<file path="src/tkrc_pkg.sv">
// tkrc_pkg: shared types and default constants for the top-K run count select block.
// No dependencies.
package tkrc_pkg;

  localparam int unsigned TOP_K_DEF      = 5;
  localparam int unsigned KEY_BITS_DEF   = 16;
  localparam int unsigned COUNT_BITS_DEF = 20;
  localparam int unsigned PORT_KEY_W     = 16;

  typedef struct packed {
    logic [PORT_KEY_W-1:0] key;
    logic                  last;
  } in_item_t;

  typedef struct packed {
    logic [PORT_KEY_W-1:0] top_key;
    logic                  report_end;
  } out_item_t;

  typedef struct packed {
    logic flush;   // a finished run is offered to the slots
    logic clear;   // end of data set: slots return to zero
    logic load;    // report row takes the post-flush slot keys
    logic shift;   // report row moves one cell toward the output
  } cell_ctrl_t;

endpackage

</file>
<file path="src/tkrc_cell.sv">
// tkrc_cell: one top-K slot (count, key) plus one stage of the report shift row.
// Depends on tkrc_pkg.
module tkrc_cell import tkrc_pkg::*; #(
  parameter int unsigned TOP_K      = TOP_K_DEF,
  parameter int unsigned KEY_BITS   = KEY_BITS_DEF,
  parameter int unsigned COUNT_BITS = COUNT_BITS_DEF,
  parameter int unsigned IDX        = 0
) (
  input  logic                                clk,
  input  logic                                rst_n,
  input  cell_ctrl_t                          ctrl,
  input  logic [COUNT_BITS-1:0]               flush_cnt,
  input  logic [KEY_BITS-1:0]                 flush_key,
  input  logic [TOP_K-1:0][COUNT_BITS-1:0]    all_cnt,
  input  logic [KEY_BITS-1:0]                 rpt_in,
  output logic [COUNT_BITS-1:0]               slot_cnt,
  output logic [KEY_BITS-1:0]                 rpt_out,
  output logic                                repl
);

  logic [COUNT_BITS-1:0] slot_cnt_r, slot_cnt_nxt;
  logic [KEY_BITS-1:0]   slot_key_r, slot_key_nxt;
  logic [KEY_BITS-1:0]   rpt_key_r,  rpt_key_nxt;
  logic                  first_min;
  logic [KEY_BITS-1:0]   post_key;

  // this slot holds the lowest-index minimum count
  always_comb begin
    first_min = 1'b1;
    for (int j = 0; j < int'(TOP_K); j++) begin
      if (j < int'(IDX)) begin
        if (!(all_cnt[j] > slot_cnt_r)) first_min = 1'b0;
      end else if (j > int'(IDX)) begin
        if (all_cnt[j] < slot_cnt_r) first_min = 1'b0;
      end
    end
  end

  assign repl     = ctrl.flush && first_min && (flush_cnt > slot_cnt_r);
  assign post_key = repl ? flush_key : slot_key_r;

  always_comb begin
    slot_cnt_nxt = slot_cnt_r;
    slot_key_nxt = slot_key_r;
    rpt_key_nxt  = rpt_key_r;
    if (ctrl.clear) begin
      slot_cnt_nxt = '0;
      slot_key_nxt = '0;
    end else if (repl) begin
      slot_cnt_nxt = flush_cnt;
      slot_key_nxt = flush_key;
    end
    if (ctrl.load) begin
      rpt_key_nxt = post_key;
    end else if (ctrl.shift) begin
      rpt_key_nxt = rpt_in;
    end
  end

  always_ff @(posedge clk) begin
    if (!rst_n) begin
      slot_cnt_r <= '0;
      slot_key_r <= '0;
    end else begin
      slot_cnt_r <= slot_cnt_nxt;
      slot_key_r <= slot_key_nxt;
    end
  end

  always_ff @(posedge clk) begin
    rpt_key_r <= rpt_key_nxt;
  end

  assign slot_cnt = slot_cnt_r;
  assign rpt_out  = rpt_key_r;

endmodule

</file>
<file path="src/top_k_run_count_select_top.sv">
// Top-K run count select: run tracker, row of TOP_K slot cells, report output.
// Depends on tkrc_pkg and tkrc_cell.
//
// Accepts one key per cycle from a stream grouped by key, measures each run of equal
// keys (saturating count) and, when a run ends, puts it into the first slot holding
// the smallest count if it beats that count. A transaction with last set closes the
// data set: its run is flushed into the slots in the following cycle, the TOP_K slot
// keys are loaded into a shift row, and they leave in slot order, one per cycle while
// out_stall is low, the final one with report_end set; the slots are cleared at the
// same time, so the next data set may start right behind. Items that are not last
// are taken every cycle without pause. A last item is held off only in the cycle
// right after a last item, and while the previous report (TOP_K output transactions)
// is still draining. The first report key follows the tail flush register and the row load.
module top_k_run_count_select_top import tkrc_pkg::*; #(
  parameter int unsigned TOP_K      = TOP_K_DEF,
  parameter int unsigned KEY_BITS   = KEY_BITS_DEF,
  parameter int unsigned COUNT_BITS = COUNT_BITS_DEF
) (
  input  logic      clk,
  input  logic      rst_n,
  input  logic      in_valid,
  output logic      in_stall,
  input  in_item_t  in_data,
  output logic      out_valid,
  input  logic      out_stall,
  output out_item_t out_data
);

  localparam int unsigned RC_W = $clog2(TOP_K + 1);

  logic                  run_active_r, run_active_nxt;
  logic [KEY_BITS-1:0]   run_key_r, run_key_nxt;
  logic [COUNT_BITS-1:0] run_cnt_r, run_cnt_nxt;
  logic                  tail_valid_r, tail_valid_nxt;
  logic [KEY_BITS-1:0]   tail_key_r, tail_key_nxt;
  logic [COUNT_BITS-1:0] tail_cnt_r, tail_cnt_nxt;
  logic [RC_W-1:0]       rpt_cnt_r, rpt_cnt_nxt;

  logic                  in_acc, out_acc, rpt_busy, kc_flush;
  logic [31:0]           key_ext, out_ext;
  logic [KEY_BITS-1:0]   in_key;
  logic [COUNT_BITS-1:0] flush_cnt;
  logic [KEY_BITS-1:0]   flush_key;
  cell_ctrl_t            ctrl;

  logic [TOP_K-1:0][COUNT_BITS-1:0] all_cnt;
  logic [TOP_K:0][KEY_BITS-1:0]     rpt_link;
  logic [TOP_K-1:0]                 repl_vec;

  assign key_ext  = 32'(in_data.key);
  assign in_key   = key_ext[KEY_BITS-1:0];
  assign rpt_busy = (rpt_cnt_r != '0);
  assign in_stall = in_data.last && (rpt_busy || tail_valid_r);
  assign in_acc   = in_valid && !in_stall;
  assign out_valid = rpt_busy;
  assign out_acc  = out_valid && !out_stall;
  assign kc_flush = in_acc && run_active_r && (in_key != run_key_r);

  always_comb begin
    run_active_nxt = run_active_r;
    run_key_nxt    = run_key_r;
    run_cnt_nxt    = run_cnt_r;
    tail_valid_nxt = 1'b0;
    tail_key_nxt   = tail_key_r;
    tail_cnt_nxt   = tail_cnt_r;
    if (in_acc) begin
      if (!run_active_r || (in_key != run_key_r)) begin
        run_key_nxt = in_key;
        run_cnt_nxt = COUNT_BITS'(1);
      end else if (run_cnt_r != '1) begin
        run_cnt_nxt = run_cnt_r + COUNT_BITS'(1);
      end
      run_active_nxt = !in_data.last;
      if (in_data.last) begin
        tail_valid_nxt = 1'b1;
        tail_key_nxt   = run_key_nxt;
        tail_cnt_nxt   = run_cnt_nxt;
      end
    end
  end

  always_comb begin
    flush_cnt   = tail_valid_r ? tail_cnt_r : run_cnt_r;
    flush_key   = tail_valid_r ? tail_key_r : run_key_r;
    ctrl.flush  = tail_valid_r || kc_flush;
    ctrl.clear  = tail_valid_r;
    ctrl.load   = tail_valid_r;
    ctrl.shift  = out_acc;
    rpt_cnt_nxt = rpt_cnt_r;
    if (tail_valid_r) begin
      rpt_cnt_nxt = RC_W'(TOP_K);
    end else if (out_acc) begin
      rpt_cnt_nxt = rpt_cnt_r - RC_W'(1);
    end
  end

  always_ff @(posedge clk) begin
    if (!rst_n) begin
      run_active_r <= 1'b0;
      tail_valid_r <= 1'b0;
      rpt_cnt_r    <= '0;
    end else begin
      run_active_r <= run_active_nxt;
      tail_valid_r <= tail_valid_nxt;
      rpt_cnt_r    <= rpt_cnt_nxt;
    end
  end

  always_ff @(posedge clk) begin
    run_key_r  <= run_key_nxt;
    run_cnt_r  <= run_cnt_nxt;
    tail_key_r <= tail_key_nxt;
    tail_cnt_r <= tail_cnt_nxt;
  end

  assign rpt_link[TOP_K] = '0;

  for (genvar i = 0; i < TOP_K; i++) begin : g_cell
    tkrc_cell #(
      .TOP_K      (TOP_K),
      .KEY_BITS   (KEY_BITS),
      .COUNT_BITS (COUNT_BITS),
      .IDX        (i)
    ) u_cell (
      .clk       (clk),
      .rst_n     (rst_n),
      .ctrl      (ctrl),
      .flush_cnt (flush_cnt),
      .flush_key (flush_key),
      .all_cnt   (all_cnt),
      .rpt_in    (rpt_link[i+1]),
      .slot_cnt  (all_cnt[i]),
      .rpt_out   (rpt_link[i]),
      .repl      (repl_vec[i])
    );
  end

  assign out_ext             = 32'(rpt_link[0]);
  assign out_data.top_key    = out_ext[PORT_KEY_W-1:0];
  assign out_data.report_end = (rpt_cnt_r == RC_W'(1));

  a_one_flush_source: assert property (@(posedge clk) disable iff (!rst_n)
    tail_valid_r |-> !kc_flush)
    else $error("tail flush collides with run-change flush");

  a_load_when_empty: assert property (@(posedge clk) disable iff (!rst_n)
    tail_valid_r |-> (rpt_cnt_r == '0))
    else $error("report row loaded while still draining");

  a_single_replace: assert property (@(posedge clk) disable iff (!rst_n)
    $onehot0(repl_vec))
    else $error("more than one slot replaced");

  a_report_done: assert property (@(posedge clk) disable iff (!rst_n)
    (out_acc && out_data.report_end) |=> (rpt_cnt_r == '0))
    else $error("report continues after report_end");

  a_tail_follows_last: assert property (@(posedge clk) disable iff (!rst_n)
    (in_acc && in_data.last) |=> (tail_valid_r && !run_active_r))
    else $error("last transaction did not close the data set");

endmodule
</file>
<file path="config.mk">
export PLATFORM = sky130hd
export DESIGN_NAME = top_k_run_count_select_top
export DESIGN_NICKNAME = d
export VERILOG_FILES = /design/src/tkrc_pkg.sv /design/src/tkrc_cell.sv /design/src/top_k_run_count_select_top.sv
export SDC_FILE = /design/constraint.sdc
export NUM_CORES = 1
export LEC_CHECK = 0
export BUFFER_PORTS_ARGS = -buffer_cell sky130_fd_sc_hd__buf_2
export CAP_MARGIN = 20
export CORE_MARGIN = 4
export CORE_UTILIZATION = 35
export CTS_CLUSTER_SIZE = 30
export DETAILED_ROUTE_END_ITERATION = 6
export REMOVE_ABC_BUFFERS = 1
export SYNTH_ARGS = -nofsm -noshare
export SYNTH_HDL_FRONTEND = slang
export SYNTH_SLANG_ARGS = --single-unit
</file>
<file path="constraint.sdc">
create_clock -name clk -period 7.5 [get_ports clk]
set_input_delay 2.25 -clock clk [delete_from_list [all_inputs] [get_ports clk]]
set_output_delay 2.25 -clock clk [all_outputs]
set_load 0.03 [all_outputs]
</file>
==> results.tsv <==
metric	value	unit
avgSynthCellArea	9.990	um^2
synth-edff-count	152	
setup_ws	2.559	ns
ys_seq_area_share	40.73	%
hpwlAfterDp	37330	um
use_met3	2.234	%
first_pass_iters	5	
yosysUniqueCellTypes	68	
core	57590	um^2
grt_max_degree	91	
synth_warnings	0	
tritoncts	done	
top_usage_layer	met2	
holdWs	0.4906	ns
critPathArrivalTime	2.69	ns
nNetsFinal	2351	
use_met2	27.29	%
pin_count	40	
grt.met1_usage	22.14	%
drtAntennaViolNets	0	
initial_core_util	35.25	%
hp-class	reg -> reg	
ys_top_cells_by_count	ha_1 (298), nor2_1 (294), mux2i_1 (204)	
cp-end-kind	output port	
maxCapViolations	0	
cp-start-kind	primary input	
cpPeakStageDelay	0.19	ns
synth_ff_type	dfxtp_1	
setup_tns	0	ns
nFillCells	5619	
fmax	202.4	MHz
diodes	0	
clk_path_buf_depth	3	
clkSinkCount	337	
critPathKind	in -> out	
critPathRequiredTime	5.25	ns
wl	52710	um
ir_worst_vdd	0.3368	mV
syn_area	20300	um^2
path_cells	buf_2 > and2_1 > buf_2	
crit_top_cell	buf_2	
drc	0	
place_congestion	0.8987	
instances_no_fill	2827	
holdBufCountCts	0	
track_usage	16.60	%
finalHoldViolCount	0	
cts_resized	0	
slowest_stage	buf_2	
clk_latency	0.57	ns
wl_per_cell	18.64	um
die_h	248.8	um
rows	88	
syn2layout_area_growth	10.18	%
grt-ovfl-total	0	
synth.largest_area_cell	edfxtp_1	
dieWidth	248.8	um
antenna_found_initial	0	
p_leak	8.923	nW
min_period	4.941	ns
p_per_area	413.7	nW/um^2
cts-root-buf	clkbuf_16	
vias	15130	
slew_viol_final	0	
yosysMostFrequentCell	ha_1	
cts_setup_buffers	0	
worst_pin_slew	1.132	ns
cts_buffers	39	
synth_top_area_share	22.49	%
grt_pass1_wl	83900	um
viasPerCell	5.353	
max_slew_margin	24.53	%
ys_seq_elements	337	
io_buffers	39	
synth.area.top_cells	edfxtp_1 (22%), ha_1 (18%), dfxtp_1 (18%)	
fin_skew	0.02975	ns
status	finished clean	
dp_cells	2756	
layout-drive-gt1-share	7.081	%
setup-violations-final	0	
path_max_fanout	4	
async_flop_share	0	%
cts.clk_slew.worst_paths	0.06	ns
post-route-period-util	65.87	%
dp_slack	2.345	ns
grt_pass1_vias	15260	
drt_iter0_drc	955	
ctsHtreeMaxLevel	2	
syn_inst	2032	
grt_setup_unrepaired	no	
fin_util	38.84	%
die-area	61920	um^2
==> area by class of cell <==
class                   instances  area [um^2]  share of cell area (%)
multi-input cells            1491        11170                   49.95
flip-flops and latches        337         8272                   36.98
clock buffers                  52         1055                   4.716
well taps                     765        957.2                   4.280
inverters                     109        409.1                   1.829
repair buffers                 54        332.8                   1.488
clock inverters                19        167.7                  0.7497
==> final timing paths <==
| kind | startpoint | to | slack, ns | cells after the start |
|---|---|---|---|---|
| worst max register to register | tail_valid_r$_SDFF_PN0_ | g_cell[0].u_cell.slot_cnt[10]$_SDFFE_PP0N_ | 2.73 | 11 |
| worst max-delay path | in_data[0] | in_stall | 2.56 | 3 |
| worst min-delay path | g_cell[1].u_cell.slot_key_r[12]$_SDFF_PP0_ | g_cell[1].u_cell.slot_key_r[12]$_SDFF_PP0_ | 0.49 | 2 |
| worst min register to register | g_cell[1].u_cell.slot_key_r[12]$_SDFF_PP0_ | g_cell[1].u_cell.slot_key_r[12]$_SDFF_PP0_ | 0.49 | 2 |
==> metal layers <==
metal / wire length (um) / vias up
met4: 2062 / 0
met1: 24090 / 7295
met5: 0 / -
met3: 2371 / 114
li1: - / 7397
met2: 24190 / 327
==> metrics by stage <==
| stage | cell area (um^2) | total power [W] |
|---|---|---|
| final | 22370 | 0.009253 |
| after global routing | 22370 | 0.01038 |
| after CTS | 22370 | 0.009095 |
| after detailed placement | 21140 | 0.007287 |
| after global placement | 21140 | 0.007196 |
| after floorplan | 19830 | 0.006554 |
==> critical path: cells and delay by family <==
kind / cells / cell delay [ns]
buf+inv: 2 / 0.32
simple gates: 1 / 0.12
==> power breakdown <==
group | internal, W | leakage (nW) | switching (W) | total, W
logic | 0.00192 | 5.38 | 0.00291 | 0.00483
registers | 0.00230 | 2.94 | 0.000263 | 0.00257
clock network | 0.00107 | 0.604 | 0.000789 | 0.00185
==> logic make-up (layout without fill, tap and decap cells) <==
logic type      count (synthesis)  count (layout)  share of synthesized area, %
simple gates                  560             560                         12.73
buf+inv                       204             234                         4.339
compound gates                379             379                         11.38
fa+ha+maj                     298             298                         18.37
mux                           223             223                         11.11
xor+xnor                       31              31                         1.338
flops                         337             337                         40.73
==> registers in the layout, indices dropped and copies added (netlist names) <==
| name | flops |
|---|---|
| run_cnt_r | 20 |
| rpt_cnt_r | 3 |
| tail_cnt_r | 20 |
| run_active_r | 1 |
| g_cell.u_cell.slot_cnt | 100 |
| g_cell.u_cell.slot_key_r | 80 |
| tail_valid_r | 1 |
| run_key_r | 16 |
| g_cell.u_cell.rpt_out | 80 |
| tail_key_r | 16 |
==> placed cells by master (no fill, tap or decap), types with 19 or more instances in the layout <==
master,n
nor2_1,294
buf_2,39
clkbuf_16,39
nand4_1,47
dfxtp_1,184
nand2_1,94
nand3_1,38
mux2i_1,204
mux2_2,19
inv_1,109
ha_1,298
xnor2_1,24
edfxtp_1,152
o21ai_0,52
a211oi_1,58
a21oi_1,176
a21o_1,21
No activity file was read; power rests on OpenSTA's default activity.
